--- src/hw/rtl/rvopd_pkg.sv ---
// Shared types, operation codes and the instruction pattern table of the RV32I operand decoder.
package rvopd_pkg;

	localparam int unsigned ENTRY_COUNT = 29;

	// Operation-unit codes as they appear on the result.
	typedef enum logic [4:0] {
		UNIT_ADD   = 5'd0,
		UNIT_SLTU  = 5'd1,
		UNIT_SLT   = 5'd2,
		UNIT_AND   = 5'd3,
		UNIT_OR    = 5'd4,
		UNIT_XOR   = 5'd5,
		UNIT_SLL   = 5'd6,
		UNIT_SRL   = 5'd7,
		UNIT_SRA   = 5'd8,
		UNIT_LUI   = 5'd9,
		UNIT_AUIPC = 5'd10,
		UNIT_SUB   = 5'd11,
		UNIT_LB    = 5'd12,
		UNIT_LH    = 5'd13,
		UNIT_LW    = 5'd14,
		UNIT_LBU   = 5'd15,
		UNIT_LHU   = 5'd16,
		UNIT_SB    = 5'd17,
		UNIT_SH    = 5'd18,
		UNIT_SW    = 5'd19
	} unit_t;

	// Operand formats.
	typedef enum logic [1:0] {
		FMT_I = 2'd0,
		FMT_U = 2'd1,
		FMT_R = 2'd2,
		FMT_S = 2'd3
	} fmt_t;

	typedef struct packed {
		logic [31:0] mask;
		logic [31:0] match;
		unit_t       unit;
		fmt_t        fmt;
	} pattern_t;

	// Outcome of the pattern match, handed from the match stage to the operand stage.
	typedef struct packed {
		logic  supported;
		unit_t unit;
		fmt_t  fmt;
	} match_t;

	// One decoded result item.
	typedef struct packed {
		logic               supported;
		unit_t              op_unit;
		logic [4:0]         dest_field;
		logic               first_is_reg;
		logic signed [20:0] first_value;
		logic               second_is_reg;
		logic signed [11:0] second_value;
		logic               is_load_store;
		logic signed [12:0] branch_disp;
	} result_t;

	// Mask/match patterns; the first entry that matches wins.
	localparam pattern_t PATTERNS [ENTRY_COUNT] = '{
		'{32'h0000707F, 32'h00000013, UNIT_ADD,   FMT_I},
		'{32'h0000707F, 32'h00003013, UNIT_SLTU,  FMT_I},
		'{32'h0000707F, 32'h00002013, UNIT_SLT,   FMT_I},
		'{32'h0000707F, 32'h00007013, UNIT_AND,   FMT_I},
		'{32'h0000707F, 32'h00006013, UNIT_OR,    FMT_I},
		'{32'h0000707F, 32'h00004013, UNIT_XOR,   FMT_I},
		'{32'hFE00707F, 32'h00001013, UNIT_SLL,   FMT_I},
		'{32'hFE00707F, 32'h00005013, UNIT_SRL,   FMT_I},
		'{32'hFE00707F, 32'h40005013, UNIT_SRA,   FMT_I},
		'{32'h0000007F, 32'h00000037, UNIT_LUI,   FMT_U},
		'{32'h0000007F, 32'h00000017, UNIT_AUIPC, FMT_U},
		'{32'hFE00707F, 32'h00000033, UNIT_ADD,   FMT_R},
		'{32'hFE00707F, 32'h00002033, UNIT_SLT,   FMT_R},
		'{32'hFE00707F, 32'h00003033, UNIT_SLTU,  FMT_R},
		'{32'hFE00707F, 32'h00001033, UNIT_SLL,   FMT_R},
		'{32'hFE00707F, 32'h40000033, UNIT_SUB,   FMT_R},
		'{32'hFE00707F, 32'h00007033, UNIT_AND,   FMT_R},
		'{32'hFE00707F, 32'h00006033, UNIT_OR,    FMT_R},
		'{32'hFE00707F, 32'h00004033, UNIT_XOR,   FMT_R},
		'{32'hFE00707F, 32'h00005033, UNIT_SRL,   FMT_R},
		'{32'hFE00707F, 32'h40005033, UNIT_SRA,   FMT_R},
		'{32'h0000707F, 32'h00000003, UNIT_LB,    FMT_I},
		'{32'h0000707F, 32'h00001003, UNIT_LH,    FMT_I},
		'{32'h0000707F, 32'h00002003, UNIT_LW,    FMT_I},
		'{32'h0000707F, 32'h00004003, UNIT_LBU,   FMT_I},
		'{32'h0000707F, 32'h00005003, UNIT_LHU,   FMT_I},
		'{32'h0000707F, 32'h00000023, UNIT_SB,    FMT_S},
		'{32'h0000707F, 32'h00001023, UNIT_SH,    FMT_S},
		'{32'h0000707F, 32'h00002023, UNIT_SW,    FMT_S}
	};

endpackage

--- src/hw/rtl/rvopd_match.sv ---
// Pattern match of one instruction word against the supported instruction table.
module rvopd_match
	import rvopd_pkg::*;
(
	input  logic [31:0] word,
	output match_t      hit
);

	// Walk from the last entry down so that the earliest matching entry is left standing.
	always_comb begin
		hit = '0;
		for (int i = ENTRY_COUNT - 1; i >= 0; i--) begin
			if ((word & PATTERNS[i].mask) == PATTERNS[i].match) begin
				hit.supported = 1'b1;
				hit.unit      = PATTERNS[i].unit;
				hit.fmt       = PATTERNS[i].fmt;
			end
		end
	end

endmodule

--- src/hw/rtl/rvopd_operand.sv ---
// Operand formation: destination, operands and branch offset from a matched word.
module rvopd_operand
	import rvopd_pkg::*;
(
	input  logic [31:0] word,
	input  match_t      hit,
	output result_t     res
);

	logic [4:0] rd;
	logic [4:0] rs1;
	logic [4:0] rs2;

	assign rd  = word[11:7];
	assign rs1 = word[19:15];
	assign rs2 = word[24:20];

	always_comb begin
		res = '0;
		// The branch offset is decoded from every word, supported or not.
		res.branch_disp = {word[31], word[7], word[30:25], word[11:8], 1'b0};
		if (hit.supported) begin
			res.supported     = 1'b1;
			res.op_unit       = hit.unit;
			res.is_load_store = (hit.unit >= UNIT_LB);
			unique case (hit.fmt)
				FMT_I: begin
					res.dest_field    = rd;
					res.first_is_reg  = 1'b1;
					res.first_value   = {16'd0, rs1};
					res.second_is_reg = 1'b0;
					res.second_value  = word[31:20];
				end
				FMT_U: begin
					res.dest_field    = rd;
					res.first_is_reg  = 1'b0;
					res.first_value   = {1'b0, word[31:12]};
					res.second_is_reg = 1'b1;
					res.second_value  = '1;
				end
				FMT_R: begin
					res.dest_field    = rd;
					res.first_is_reg  = 1'b1;
					res.first_value   = {16'd0, rs1};
					res.second_is_reg = 1'b1;
					res.second_value  = {7'd0, rs2};
				end
				FMT_S: begin
					res.dest_field    = rs1;
					res.first_is_reg  = 1'b0;
					res.first_value   = {{9{word[31]}}, word[31:25], word[11:7]};
					res.second_is_reg = 1'b1;
					res.second_value  = {7'd0, rs2};
				end
				default: begin
					res.dest_field = rd;
				end
			endcase
		end
	end

endmodule

--- src/hw/rtl/rv32i_subset_operand_decoder.sv ---
// Top level of the RV32I subset operand decoder: three-stage pipeline with stream handshakes.
// The decoder takes one 32-bit RISC-V instruction word per item and checks it against the
// RV32I patterns of 29 instructions (ALU immediate, LUI and AUIPC, ALU register, loads and
// stores). Each result item carries a supported flag, an operation-unit code, the destination
// field, two operands each marked as a register index or an immediate, a load/store flag and
// the B-type branch offset of the same word. Unsupported words give zeros in every field but
// the branch offset. As in the original decoder, the U immediate is given unshifted with -1 as
// its second operand, and stores put rs1 in the destination field. The pipeline has three
// register stages: the input word is registered, the pattern match is registered, and the
// formed operands sit in the output register. An item accepted at the input passes through
// the match register into the output register before it can be taken, and one item is
// accepted in every cycle as long as the output side takes them; a stall at the output backs
// up through the stages without losing or repeating anything, and only a full pipeline holds
// off the input.
module rv32i_subset_operand_decoder
	import rvopd_pkg::*;
(
	input  logic        clk,
	input  logic        arst_n,
	// Input items.
	input  logic        s_axis_tvalid,
	output logic        s_axis_tready,
	input  logic [31:0] s_axis_tdata,  // [31:0] instr_word
	// Result items.
	output logic        m_axis_tvalid,
	input  logic        m_axis_tready,
	output logic [55:0] m_axis_tdata,  // [4:0] op_unit, [9:5] dest_field, [30:10] first_value,
	                                   // [42:31] second_value, [55:43] branch_disp
	output logic [3:0]  m_axis_tuser   // [0] supported, [1] first_is_reg, [2] second_is_reg,
	                                   // [3] is_load_store
);

	// Stage valid bits.
	logic valid_s1;
	logic valid_s2;
	logic valid_s3;

	// Stage payloads.
	logic [31:0] word_s1;
	logic [31:0] word_s2;
	match_t      hit_s2;
	result_t     res_s3;

	// Combinational results between the stages.
	match_t  hit;
	result_t res;

	// A stage may load when it is empty or when its contents move on in the same cycle.
	logic ready_s1;
	logic ready_s2;
	logic ready_s3;

	assign ready_s3 = !valid_s3 || m_axis_tready;
	assign ready_s2 = !valid_s2 || ready_s3;
	assign ready_s1 = !valid_s1 || ready_s2;

	assign s_axis_tready = ready_s1;

	rvopd_match u_match (
		.word (word_s1),
		.hit  (hit)
	);

	rvopd_operand u_operand (
		.word (word_s2),
		.hit  (hit_s2),
		.res  (res)
	);

	// Valid bits travel with the data and are the only state that reset clears.
	always_ff @(posedge clk or negedge arst_n) begin
		if (!arst_n) begin
			valid_s1 <= 1'b0;
			valid_s2 <= 1'b0;
			valid_s3 <= 1'b0;
		end else begin
			if (ready_s1) begin
				valid_s1 <= s_axis_tvalid;
			end
			if (ready_s2) begin
				valid_s2 <= valid_s1;
			end
			if (ready_s3) begin
				valid_s3 <= valid_s2;
			end
		end
	end

	// Payload registers load only when an item actually moves into the stage.
	always_ff @(posedge clk) begin
		if (ready_s1 && s_axis_tvalid) begin
			word_s1 <= s_axis_tdata;
		end
		if (ready_s2 && valid_s1) begin
			word_s2 <= word_s1;
			hit_s2  <= hit;
		end
		if (ready_s3 && valid_s2) begin
			res_s3 <= res;
		end
	end

	assign m_axis_tvalid = valid_s3;
	assign m_axis_tdata  = {res_s3.branch_disp, res_s3.second_value, res_s3.first_value,
	                        res_s3.dest_field, res_s3.op_unit};
	assign m_axis_tuser  = {res_s3.is_load_store, res_s3.second_is_reg, res_s3.first_is_reg,
	                        res_s3.supported};

`ifndef SYNTHESIS
	// An unsupported word leaves every field but the branch offset at zero.
	assert property (@(posedge clk) disable iff (!arst_n)
		valid_s3 && !res_s3.supported |->
			res_s3.op_unit == UNIT_ADD && res_s3.dest_field == 5'd0 &&
			res_s3.first_value == 21'sd0 && res_s3.second_value == 12'sd0 &&
			m_axis_tuser == 4'd0)
		else $error("unsupported word produced non-zero fields");

	// The load/store flag follows the operation-unit code.
	assert property (@(posedge clk) disable iff (!arst_n)
		valid_s3 |-> res_s3.is_load_store == (res_s3.op_unit >= UNIT_LB))
		else $error("load/store flag disagrees with op_unit");

	// Every supported format with an immediate first operand has a register second operand.
	assert property (@(posedge clk) disable iff (!arst_n)
		valid_s3 && res_s3.supported && !res_s3.first_is_reg |-> res_s3.second_is_reg)
		else $error("immediate first operand without register second operand");

	// The input is held off only when every stage is full and the output is stalled.
	assert property (@(posedge clk) disable iff (!arst_n)
		!s_axis_tready |-> valid_s1 && valid_s2 && valid_s3 && !m_axis_tready)
		else $error("input stalled while the pipeline had room");
`endif

endmodule

--- config.mk ---
export PLATFORM = sky130hd
export DESIGN_NAME = rv32i_subset_operand_decoder
export DESIGN_NICKNAME = d
export VERILOG_FILES = /design/src/hw/rtl/rvopd_pkg.sv /design/src/hw/rtl/rvopd_match.sv /design/src/hw/rtl/rvopd_operand.sv /design/src/hw/rtl/rv32i_subset_operand_decoder.sv
export SDC_FILE = /design/constraint.sdc
export NUM_CORES = 1
export LEC_CHECK = 0
export BUFFER_PORTS_ARGS = -buffer_cell sky130_fd_sc_hd__clkbuf_2
export CAP_MARGIN = 30
export CORE_UTILIZATION = 45
export CTS_CLUSTER_SIZE = 28
export DETAILED_ROUTE_END_ITERATION = 8
export PLACE_DENSITY = 0.67
export SYNTH_ARGS = -nofsm -noshare
export SYNTH_HDL_FRONTEND = slang
export SYNTH_SLANG_ARGS = --single-unit
--- constraint.sdc ---
create_clock -name clk -period 2.5 [get_ports clk]
set_clock_uncertainty 0.05 [all_clocks]
set_input_delay 0 -clock clk [delete_from_list [all_inputs] [get_ports clk]]
set_output_delay 0 -clock clk [all_outputs]
set_load 0.02 [all_outputs]
==> key figures, run 1 <==
Global routing
  – Largest net degree at the start of global routing: 44
  – Initial antenna violation count: 0
  – GR Util All Layers: roughly 17%
  – Vias in the first global route: 3023
  – GRT overflow: 0
  – First-pass GRT wire length: roughly 15000 µm

Logic synthesis
  – Post-synthesis adder-cell area fraction: less than 1%
  – Register area share after synthesis: 75.9%
  – Post-Synthesis Cells: 326
  – Syn. warnings: 0
  – Mapped cell area: ~0.005 mm²
  – Netlist cell types: 45
  – Post-synth top area share: 74.4%
  – Complex-gate fraction of the synthesized area: ~7.3%
  – Number of flops mapped to enable cells by yosys: 124
  – Count leader, synth: edfxtp_1
  – Ys flop type: edfxtp_1
  – Top cells by count, synth: edfxtp_1 (124), nor2_1 (29), nand2_1 (24)
  – Synth Area in XOR/XNOR: less than 1%
  – Area contributors post-synth: edfxtp_1 (74%), mux2i_1 (2.4%), nand2b_1 (2.2%)
  – Post-synthesis mux area share: 2.40%
  – Post-Synth Simple-Gate Area: between 10% and 20%
  – Flops & latches, synth: 127
  – Yosys top cell by area: edfxtp_1
  – Async set-or-reset flop fraction in the synthesized netlist: 2.36%
  – Main combinational cell family by area after synthesis: simple AND/OR/NAND/NOR gates
  – Post-Syn Nets: 362
  – Synthesized area per cell: between 15 and 20 µm²

Worst hold path
  – Hold Startpoint: s_axis_tdata[15]
  – Worst hold path type: in -> reg

Cells and area
  – Layout area overhead: 31.7%
  – Share of cells above drive strength 1: 29.4%
  – ANT cells: 0
  – FF/Latch Area: 0.00380 mm²
  – Post-Route Utilization: about 61%
  – Layout Nets: 503
  – Design Area, Final: around 0.0066 mm²
  – Filler cells: 817
  – Post-route insts no fill: 619
  – Area taken by multi-input logic gates: 0.00112 mm²

Power
  – VDD IR max: 0.581 mV
  – Clock power frac: 42.1%
  – Switching power: 1330 µW
  – Internal power: 4310 µW
  – Reg power frac: 47.9%
  – Net switching fraction of the power: about a quarter
  – Lkg Pwr: 0.00258 µW
  – Combinational fraction of design power: 10.0%
  – Pwr per Cell Area: 854 mW/mm²

CTS
  – H-tree depth: 4
  – CTS Sinks: approximately 130
  – CTS root buf: clkbuf_8
  – CTS max path bufs: 2
  – CTS tree: done
  – CTS Hold Bufs: 37
  – Post-CTS setup buffer count: 0
  – Num CTS Buffers: 17
  – Cts repair resizes: 0
  – Clock latency on the worst-skew pair: 0.50 ns
  – Clock slew at reported path FFs: 0.06 ns

Flow run
  – Max-cap check violation count: 0

Status
  – Status: complete, no violations

Route
  – # DRC: 0
  – WL/cell: ~15 µm
  – Detailed Routing Iterations Pass 1: 4
  – Routed WL: 9150 µm
  – Antenna-violating nets left: 0
  – Vias: 3128
  – Initial DRC Count: 159
  – Vias per cell: 5.05

Critical path
  – Worst r2r src: word_s1[13]
  – CP required: ~2.8 ns
  – CP Max Fanout: 15
  – Crit-path max cell delay: around 0.60 ns
  – CP max-delay cell: edfxtp_1
  – Startpoint Class: flop
  – CP Cell Sequence: maj3_2, or3_1, o41ai_2, mux2i_1, o22ai_1
  – CP Launch Point: word_s1[13]
  – WS Path Type: reg -> reg
  – Crit. End Element: flop
  – WP data arrival: 2.18 ns

STA
  – Max-slew violations: 0
  – Unrepaired setup endpoints after global routing: false
  – Final Setup Violations: 0
  – Fmax: approximately 530 MHz
  – Fin Setup TNS: 0 ns
  – Period utilization: 75.6%
  – Hold Violations, Final: 0
  – Worst setup margin: 0.609 ns
  – Worst Tran Pin Value: 0.650 ns
  – Final min period: 1.89 ns
  – Max-Slew Margin vs Limit: 56.7%

Placed design
  – Placed cell area: 0.00564 mm²
  – Placer Congestion: 0.934
  – Place WS: ~0.65 ns
  – Buffers added on ports: 96
  – Post-DP HPWL: 5970 µm
  – Cell Count Post-Placement: 551

Die
  – Die area: between 0.01 and 0.015 mm²
  – Starting density of the core: 46.2%
  – IO Count: 98
  – Placement Rows: 38
  – Die height: 107 µm
  – CORE AREA: 0.0108 mm²
  – Die width: 107 µm
cell families after synthesis:
| group | Yosys count |
|---|---|
| buf+inv | 19 |
| mux | 12 |
| other cells | 1 |
| compound gates | 51 |
| simple gates | 114 |
| fa+ha+maj | 1 |
| flops | 127 |
| xor+xnor | 1 |
final timing paths:
check                              endpoint  slack, ns  depth (start not counted)
worst max-delay path              hit_s2[5]       0.61                          5
worst min register to register   word_s2[8]       0.37                          0
max in group asynchronous          valid_s2       1.93                          3
worst min-delay path            word_s1[15]       0.16                          2
worst max register to register    hit_s2[5]       0.61                          5
min in group asynchronous          valid_s1       0.33                          3
per-layer routing:
metal	track usage [%]	wire, µm
met5	0	0
met4	6.75	138
met3	4.90	525
met2	29.1	4650
met1	20.0	3840
layout make-up:
type                    count  area share [%]
clock buffers              17            6.28
clock inverters            14            2.54
inverters                   2           0.114
multi-input cells         180            17.0
flip-flops and latches    127            57.6
well taps                 140            2.66
repair buffers            139            13.8
stage by stage:
step / power (µW) / hold WS, ns
2_1_floorplan: 3050 / -0.346
5_1_grt: 5850 / 0.133
4_1_cts: 5680 / 0.131
6_report: 5630 / 0.155
3_5_place_dp: 3260 / -0.246
3_3_place_gp: 3250 / -0.253
placed cells by master (no fill, tap or decap), types with 4 or more instances in the layout:
master	count
a21boi_0	5
a21oi_1	12
and2_1	7
buf_4	5
clkbuf_16	16
clkbuf_2	96
dlygate4sd3_1	37
edfxtp_1	124
mux2i_1	12
nand2_1	24
nand2b_1	18
nand3_1	9
nor2_1	29
nor2b_1	4
nor3_1	4
o211a_1	5
o21a_1	9
o21ai_0	5
state kept, by name, indices dropped and copies added (netlist names):
name	cells
m_axis_tuser	4
word_s2	25
hit_s2	8
m_axis_tdata	55
word_s1	32
valid_s2	1
valid_s1	1
m_axis_tvalid	1
worst max-delay path: cells and delay by family, from the launching register on:
kind | cells | cell delay (ns)
AOI/OAI and AO/OA | 2 | 0.25
adders and majority gates | 1 | 0.37
and+or+nand+nor | 1 | 0.35
DFF | 1 | 0.60
muxes | 1 | 0.12
power by group through the flow:
stage                     Combinational [µW]  Sequential [µW]  Clock, µW
final                                    564             2700       2370
after global routing                     616             2720       2520
after CTS                                572             2700       2410
after detailed placement                 523             2740          0
after global placement                   515             2730          0
after floorplan                          232             2820          0
(Power assumes the default switching activity.)
==> run 2: changes to the inputs <==
ABC_AREA = 1   (was unset)
clock period = 1.9 ns   (was 2.5 ns; I/O delays follow)
==> run 2 against run 1 <==
Net effect: synthesized area increased by 5.2%; largest power group unchanged; synthesized cell count increased by 35%; fmax increased by 5.3%; sequential cell count unchanged; final area increased by 6.8%.
==> key figures, run 2 <==
Power
  – Lkg Pwr: 0.00309 µW (was 0.00258 µW)
  – Power Total: 8810 µW (was 5630 µW)
  – Net switching fraction of the power: 27.7% (was 23.5%)
  – Internal power: 6370 µW (was 4310 µW)
  – Pwr per Cell Area: 1250 mW/mm² (was 854 mW/mm²)
  – Clock power frac: 38.4% (was 42.1%)
  – Reg power frac: 45.0% (was 47.9%)
  – Combinational fraction of design power: 16.6% (was 10.0%)
  – Switching power: 2440 µW (was 1330 µW)
  – VDD IR max: 0.820 mV (was 0.581 mV)

Critical path
  – CP max-delay cell: edfxtp_1 (unchanged)
  – Crit-path max cell delay: 0.38 ns (was 0.60 ns)
  – WS Path Type: reg -> reg (unchanged)
  – CP required: 2.00 ns (was 2.79 ns)
  – Crit. End Element: flop (unchanged)
  – WP data arrival: 1.90 ns (was 2.18 ns)
  – CP Max Fanout: 10 (was 15)
  – CP most frequent cell: nand3_1
  – CP Cell Sequence: inv_1, nand2_1, nor2_1, buf_4, nand3_1, nand3_1, nor2_1, nand4_1, nor2_2, nand3_1 (was maj3_2, or3_1, o41ai_2, mux2i_1, o22ai_1)
  – Startpoint Class: flop (unchanged)

Route
  – WL/cell: 15.7 µm (was 14.8 µm)
  – Antenna-violating nets left: 0 (unchanged)
  – Detailed Routing Iterations Pass 1: 5 (was 4)
  – Vias per cell: 5.02 (was 5.05)
  – Initial DRC Count: 189 (was 159)
  – # DRC: 0 (unchanged)
  – Vias: 3790 (was 3128)
  – Routed WL: 11900 µm (was 9150 µm)

STA
  – Worst setup margin: 0.104 ns (was 0.609 ns)
  – Final Setup Violations: 0 (unchanged)
  – Max-Slew Margin vs Limit: 59.8% (was 56.7%)
  – Max-slew violations: 0 (unchanged)
  – Final min period: 1.80 ns (was 1.89 ns)
  – Period utilization: 94.5% (was 75.6%)
  – Hold Violations, Final: 0 (unchanged)
  – Unrepaired setup endpoints after global routing: false (unchanged)
  – Fmax: 557 MHz (was 529 MHz)
  – Worst Tran Pin Value: 0.603 ns (was 0.650 ns)

Logic synthesis
  – Mapped cell area: 0.00527 mm² (was 0.00501 mm²)
  – Post-synth top area share: 70.7% (was 74.4%)
  – Register area share after synthesis: 72.1% (was 75.9%)
  – Ys flop type: edfxtp_1 (unchanged)
  – Top cells by count, synth: edfxtp_1 (124), nand2_1 (81), inv_1 (55) (was edfxtp_1 (124), nor2_1 (29), nand2_1 (24))
  – Synthesized area per cell: 11.9 µm² (was 15.4 µm²)
  – Async set-or-reset flop fraction in the synthesized netlist: 2.36% (unchanged)
  – Flops & latches, synth: 127 (unchanged)
  – Yosys top cell by area: edfxtp_1 (unchanged)
  – Post-Syn Nets: 477 (was 362)
  – Number of flops mapped to enable cells by yosys: 124 (unchanged)
  – Netlist cell types: 30 (was 45)
  – Syn. warnings: 0 (unchanged)
  – Count leader, synth: edfxtp_1 (unchanged)
  – Post-Synthesis Cells: 441 (was 326)
  – Area contributors post-synth: edfxtp_1 (71%), nand2_1 (5.8%), inv_1 (3.9%) (was edfxtp_1 (74%), mux2i_1 (2.4%), nand2b_1 (2.2%))

Cells and area
  – Post-Route Utilization: 61.7% (was 60.8%)
  – Most common cell after layout, fill and taps aside: edfxtp_1 (unchanged)
  – ANT cells: 0 (unchanged)
  – Post-route insts no fill: 755 (was 619)
  – Share of cells above drive strength 1: 29.4% (about the same)
  – Commonest cells after routing, fill and taps aside: edfxtp_1 (124), clkbuf_2 (96), nand2_1 (81) (was edfxtp_1 (124), clkbuf_2 (96), dlygate4sd3_1 (37))
  – Layout area overhead: 33.7% (was 31.7%)
  – Max reg flops: 55 (unchanged)
  – Layout Nets: 636 (was 503)

Worst hold path
  – Worst hold path type: in -> reg (unchanged)

Placed design
  – Cell Count Post-Placement: 688 (was 551)
  – Placer Congestion: 0.894 (was 0.934)
  – Place WS: 0.137 ns (was 0.645 ns)
  – Post-DP HPWL: 8250 µm (was 5970 µm)
  – Buffers added on ports: 96 (unchanged)

Status
  – Status: complete, no violations (unchanged)

Die
  – Placement Rows: 39 (was 38)
  – IO Count: 98 (unchanged)
  – Die area: 0.0121 mm² (was 0.0116 mm²)
  – CORE AREA: 0.0114 mm² (was 0.0108 mm²)
  – Starting density of the core: 46.1% (was 46.2%)
  – Die height: 110 µm (was 107 µm)
  – Die width: 110 µm (was 107 µm)

Global routing
  – GRT overflow: 0 (unchanged)
  – Vias in the first global route: 3803 (was 3023)
  – GR Util All Layers: 21.3% (was 17.0%)
  – Largest net degree at the start of global routing: 60 (was 44)
  – First-pass GRT wire length: 18700 µm (was 14600 µm)
  – Initial antenna violation count: 0 (unchanged)

CTS
  – CTS tree: done (unchanged)
  – Num CTS Buffers: 17 (unchanged)
  – Clock slew at reported path FFs: 0.06 ns (about the same)
  – CTS Sinks: 127 (unchanged)
  – Post-CTS setup buffer count: 0 (unchanged)
  – CTS max path bufs: 2 (unchanged)
  – H-tree depth: 4 (unchanged)
  – Clock latency on the worst-skew pair: 0.41 ns (was 0.50 ns)
  – CTS root buf: clkbuf_16 (was clkbuf_8)

Flow run
  – Max-cap check violation count: 0 (unchanged)
run 2: cell types whose count changed after synthesis, sizes merged, moves of 12 or more:
cell	change
mux2i	-12
a21oi	+14
inv	+59
nor2	+16
nand2	+65
nand2b	-18
nand3	+31
run 2: metal layers:
| metal | GRT usage (%) | wire, µm | vias up | part of all wire (%) |
|---|---|---|---|---|
| li1 | - | - | 1841 | - |
| met3 | 5.00 | 619 | 16 | 5.2 |
| met5 | 0 | 0 | - | 0 |
| met2 | 35.4 | 5930 | 154 | 50 |
| met1 | 26.5 | 5100 | 1779 | 43 |
| met4 | 9.40 | 214 | 0 | 1.8 |
run 2: path summary, 6_finish.rpt:
kind | to | slack (ns) | depth (start not counted) | startpoint
worst max-delay path | hit_s2[2] | 0.10 | 10 | word_s1[3]
worst min-delay path | word_s1[9] | 0.25 | 2 | s_axis_tdata[9]
worst max register to register | hit_s2[2] | 0.10 | 10 | word_s1[3]
worst min register to register | word_s2[20] | 0.36 | 0 | word_s1[20]
max in group asynchronous | m_axis_tvalid | 1.21 | 3 | arst_n
min in group asynchronous | valid_s1 | 0.43 | 3 | arst_n
run 2: area by class of cell:
cell class | count | area [µm²]
clock buffer | 17 | 425
clock inverter | 14 | 193
fill | 885 | 4380
inverter | 62 | 238
multi-input combinational | 241 | 1200
sequential | 127 | 3800
tap | 143 | 179
timing repair buffer | 151 | 1010
run 2: power groups by stage:
stage               Sequential [µW]  Clock, µW  Combinational [µW]
finish                         3960       3380                1470
global placement               4000          0                1400
floorplan                      4330          0                 514
CTS                            3970       3440                1480
global route                   4010       3560                1610
detailed placement             4020          0                1410
run 2: timing repair:
action,CTS,global route
hold buffers,36,0
resized for setup,0,2
setup endpoints to repair,0,1
endpoints found under the hold margin,38,0
run 2: cell families (layout without fill, tap and decap cells):
logic type	count (synthesis)	in the layout	share of synthesized area (%)
DFF	127	127	72.1
other	1	1	0.0712
and+or+nand+nor	187	187	16.7
AOI/OAI and AO/OA	53	53	5.72
buffers and inverters	73	244	5.44
run 2: per-stage QoR:
stage	setup TNS (ns)	hold slack [ns]	instance area, µm²
final	0	0.252	7040
after global routing	0	0.238	7040
after CTS	0	0.237	7040
after detailed placement	0	-0.245	6060
after global placement	0	-0.252	6060
after floorplan	-3.65	-0.346	5290
run 2: critical path: cells and delay by family (launching register included):
kind	cells	cell delay (ns)
buffers and inverters	2	0.21
DFF	1	0.38
and+or+nand+nor	8	0.89
==> run 3: changes to the inputs <==
CORE_ASPECT_RATIO = 0.9   (was unset)
==> run 3 against run 2 <==
Net effect: wire length fell by 0.94%; non-clock buffer count is 6 lower; via count down 1.2%; final cell count is 0.66% higher; critical path depth stayed put; count of clock-buffer cells in the layout grew 2; sequential share of layout area up 0.43 points; first-iteration DRC count up 70%; sequential power about the same; core utilization decreased by 0.57 points; global-route usage decreased by 0.42 points; combinational power barely moved; highest routed layer unchanged.
==> key figures, run 3 (synthesis results as in run 2) <==
Status
  – Status: complete, no violations (unchanged)

CTS
  – CTS root buf: clkbuf_16 (unchanged)
  – Num CTS Buffers: 17 (unchanged)
  – CTS tree: done (unchanged)
  – Post-CTS setup buffer count: 0 (unchanged)
  – Clock latency on the worst-skew pair: 0.41 ns (about the same)
  – H-tree depth: 4 (unchanged)
  – Clock slew at reported path FFs: 0.06 ns (about the same)
  – CTS max path bufs: 2 (unchanged)
  – CTS Sinks: 127 (unchanged)

Route
  – Initial DRC Count: 322 (was 189)
  – Vias: 3743 (was 3790)
  – Vias per cell: 4.93 (was 5.02)
  – Detailed Routing Iterations Pass 1: 4 (was 5)
  – Antenna-violating nets left: 0 (unchanged)
  – WL/cell: 15.5 µm (was 15.7 µm)
  – Routed WL: 11700 µm (was 11900 µm)
  – # DRC: 0 (unchanged)

Cells and area
  – Most common cell after layout, fill and taps aside: edfxtp_1 (unchanged)
  – Layout area overhead: 32.6% (was 33.7%)
  – Commonest cells after routing, fill and taps aside: edfxtp_1 (124), clkbuf_2 (96), nand2_1 (81) (unchanged)
  – Max reg flops: 55 (unchanged)
  – Share of cells above drive strength 1: 27.5% (was 29.4%)
  – ANT cells: 0 (unchanged)
  – Layout Nets: 630 (was 636)
  – Post-route insts no fill: 760 (was 755)

Die
  – CORE AREA: 0.0114 mm² (about the same)
  – IO Count: 98 (unchanged)
  – Placement Rows: 37 (was 39)
  – Die width: 116 µm (was 110 µm)
  – Die area: 0.0121 mm² (about the same)
  – Die height: 105 µm (was 110 µm)
  – Starting density of the core: 46.1% (about the same)

Power
  – Lkg Pwr: 0.00305 µW (was 0.00309 µW)
  – Switching power: 2310 µW (was 2440 µW)
  – VDD IR max: 0.762 mV (was 0.820 mV)
  – Combinational fraction of design power: 16.8% (was 16.6%)
  – Net switching fraction of the power: 26.7% (was 27.7%)
  – Pwr per Cell Area: 1240 mW/mm² (was 1250 mW/mm²)
  – Power Total: 8640 µW (was 8810 µW)
  – Clock power frac: 37.2% (was 38.4%)
  – Internal power: 6330 µW (was 6370 µW)
  – Reg power frac: 46.0% (was 45.0%)

Global routing
  – GR Util All Layers: 20.8% (was 21.3%)
  – Vias in the first global route: 3735 (was 3803)
  – GRT overflow: 0 (unchanged)
  – Largest net degree at the start of global routing: 60 (unchanged)
  – First-pass GRT wire length: 18400 µm (was 18700 µm)
  – Initial antenna violation count: 0 (unchanged)

STA
  – Unrepaired setup endpoints after global routing: false (unchanged)
  – Max-slew violations: 0 (unchanged)
  – Final min period: 1.77 ns (was 1.80 ns)
  – Fmax: 566 MHz (was 557 MHz)
  – Hold Violations, Final: 0 (unchanged)
  – Worst setup margin: 0.133 ns (was 0.104 ns)
  – Period utilization: 93.0% (was 94.5%)
  – Final Setup Violations: 0 (unchanged)

Placed design
  – Place WS: 0.131 ns (was 0.137 ns)
  – Post-DP HPWL: 8200 µm (was 8250 µm)
  – Placer Congestion: 0.836 (was 0.894)
  – Buffers added on ports: 96 (unchanged)
  – Cell Count Post-Placement: 694 (was 688)

Critical path
  – CP Max Fanout: 7 (was 10)
  – Startpoint Class: flop (unchanged)
  – WP data arrival: 1.87 ns (was 1.90 ns)
  – CP required: 2.00 ns (about the same)
  – WS Path Type: reg -> reg (unchanged)
  – Reg2Reg Setup Slack: 0.13 ns (was 0.10 ns)
  – Crit. End Element: flop (unchanged)

Worst hold path
  – Worst hold path type: in -> reg (unchanged)

Flow run
  – Max-cap check violation count: 0 (unchanged)
## run 3: cell types whose count changed in the layout (fill, tap and decap cells not counted), sizes merged
cell / delta
clkinvlp: -1
inv: -1
clkinv: -2
clkbuf: +2
buf: -7
dlygate4sd3: +1
## run 3: worst paths after layout
kind,start,to,depth (start not counted)
max in group asynchronous,arst_n,m_axis_tvalid,3
worst min register to register,word_s1[11],word_s2[11],0
worst min-delay path,s_axis_tdata[15],word_s1[15],2
worst max register to register,word_s1[14],hit_s2[2],10
worst max-delay path,word_s1[14],hit_s2[2],10
min in group asynchronous,arst_n,valid_s1,3
## run 3: per-stage QoR
step / setup TNS, ns / utilization, % / hold slack (ns) / cell area (µm²)
6_report: 0 / 61.1 / 0.252 / 6990
5_1_grt: 0 / 61.1 / 0.244 / 6990
4_1_cts: 0 / 61.1 / 0.228 / 6990
3_5_place_dp: 0 / 52.8 / -0.245 / 6040
3_3_place_gp: 0 / 52.8 / -0.252 / 6040
2_1_floorplan: -3.65 / - / -0.346 / 5290
## run 3: cell type report
cell class | count | area (µm²)
clock buffer | 19 | 433
inverter | 62 | 238
multi-input combinational | 241 | 1200
clock inverter | 10 | 146
timing repair buffer | 145 | 978
fill | 922 | 4450
sequential | 127 | 3800
tap | 156 | 195
## run 3: worst max-delay path: stages, from the launching register on
cell      delay (ns)
edfxtp_1        0.49
nand2_2         0.15
inv_2           0.08
nand2_4         0.08
nor2_4          0.06
nand2_4         0.08
nand2_1         0.05
nor2_1          0.13
nand4_1         0.12
nor2_1          0.11
nand3_1         0.10
## run 3: power groups by stage
stage / clock network [µW] / registers, µW / logic (µW)
after floorplan: 0 / 4330 / 514
after global placement: 0 / 4010 / 1380
after detailed placement: 0 / 4030 / 1400
after CTS: 3280 / 3980 / 1470
after global routing: 3360 / 4020 / 1600
final: 3220 / 3970 / 1460
## run 3: what timing repair did
action,CTS,global route
gates resized for setup,0,1
endpoints found under the hold margin,38,0
hold buffers,37,0
endpoints found under the setup margin,0,1
## run 3: per-layer routing
| metal | wire [µm] | track usage, % | part of all wire (%) | vias to the layer above |
|---|---|---|---|---|
| met4 | 303 | 9.71 | 2.6 | 0 |
| li1 | - | - | - | 1829 |
| met3 | 749 | 5.57 | 6.4 | 24 |
| met5 | 0 | 0 | 0 | - |
| met2 | 5690 | 33.9 | 48 | 163 |
| met1 | 5010 | 25.7 | 43 | 1727 |
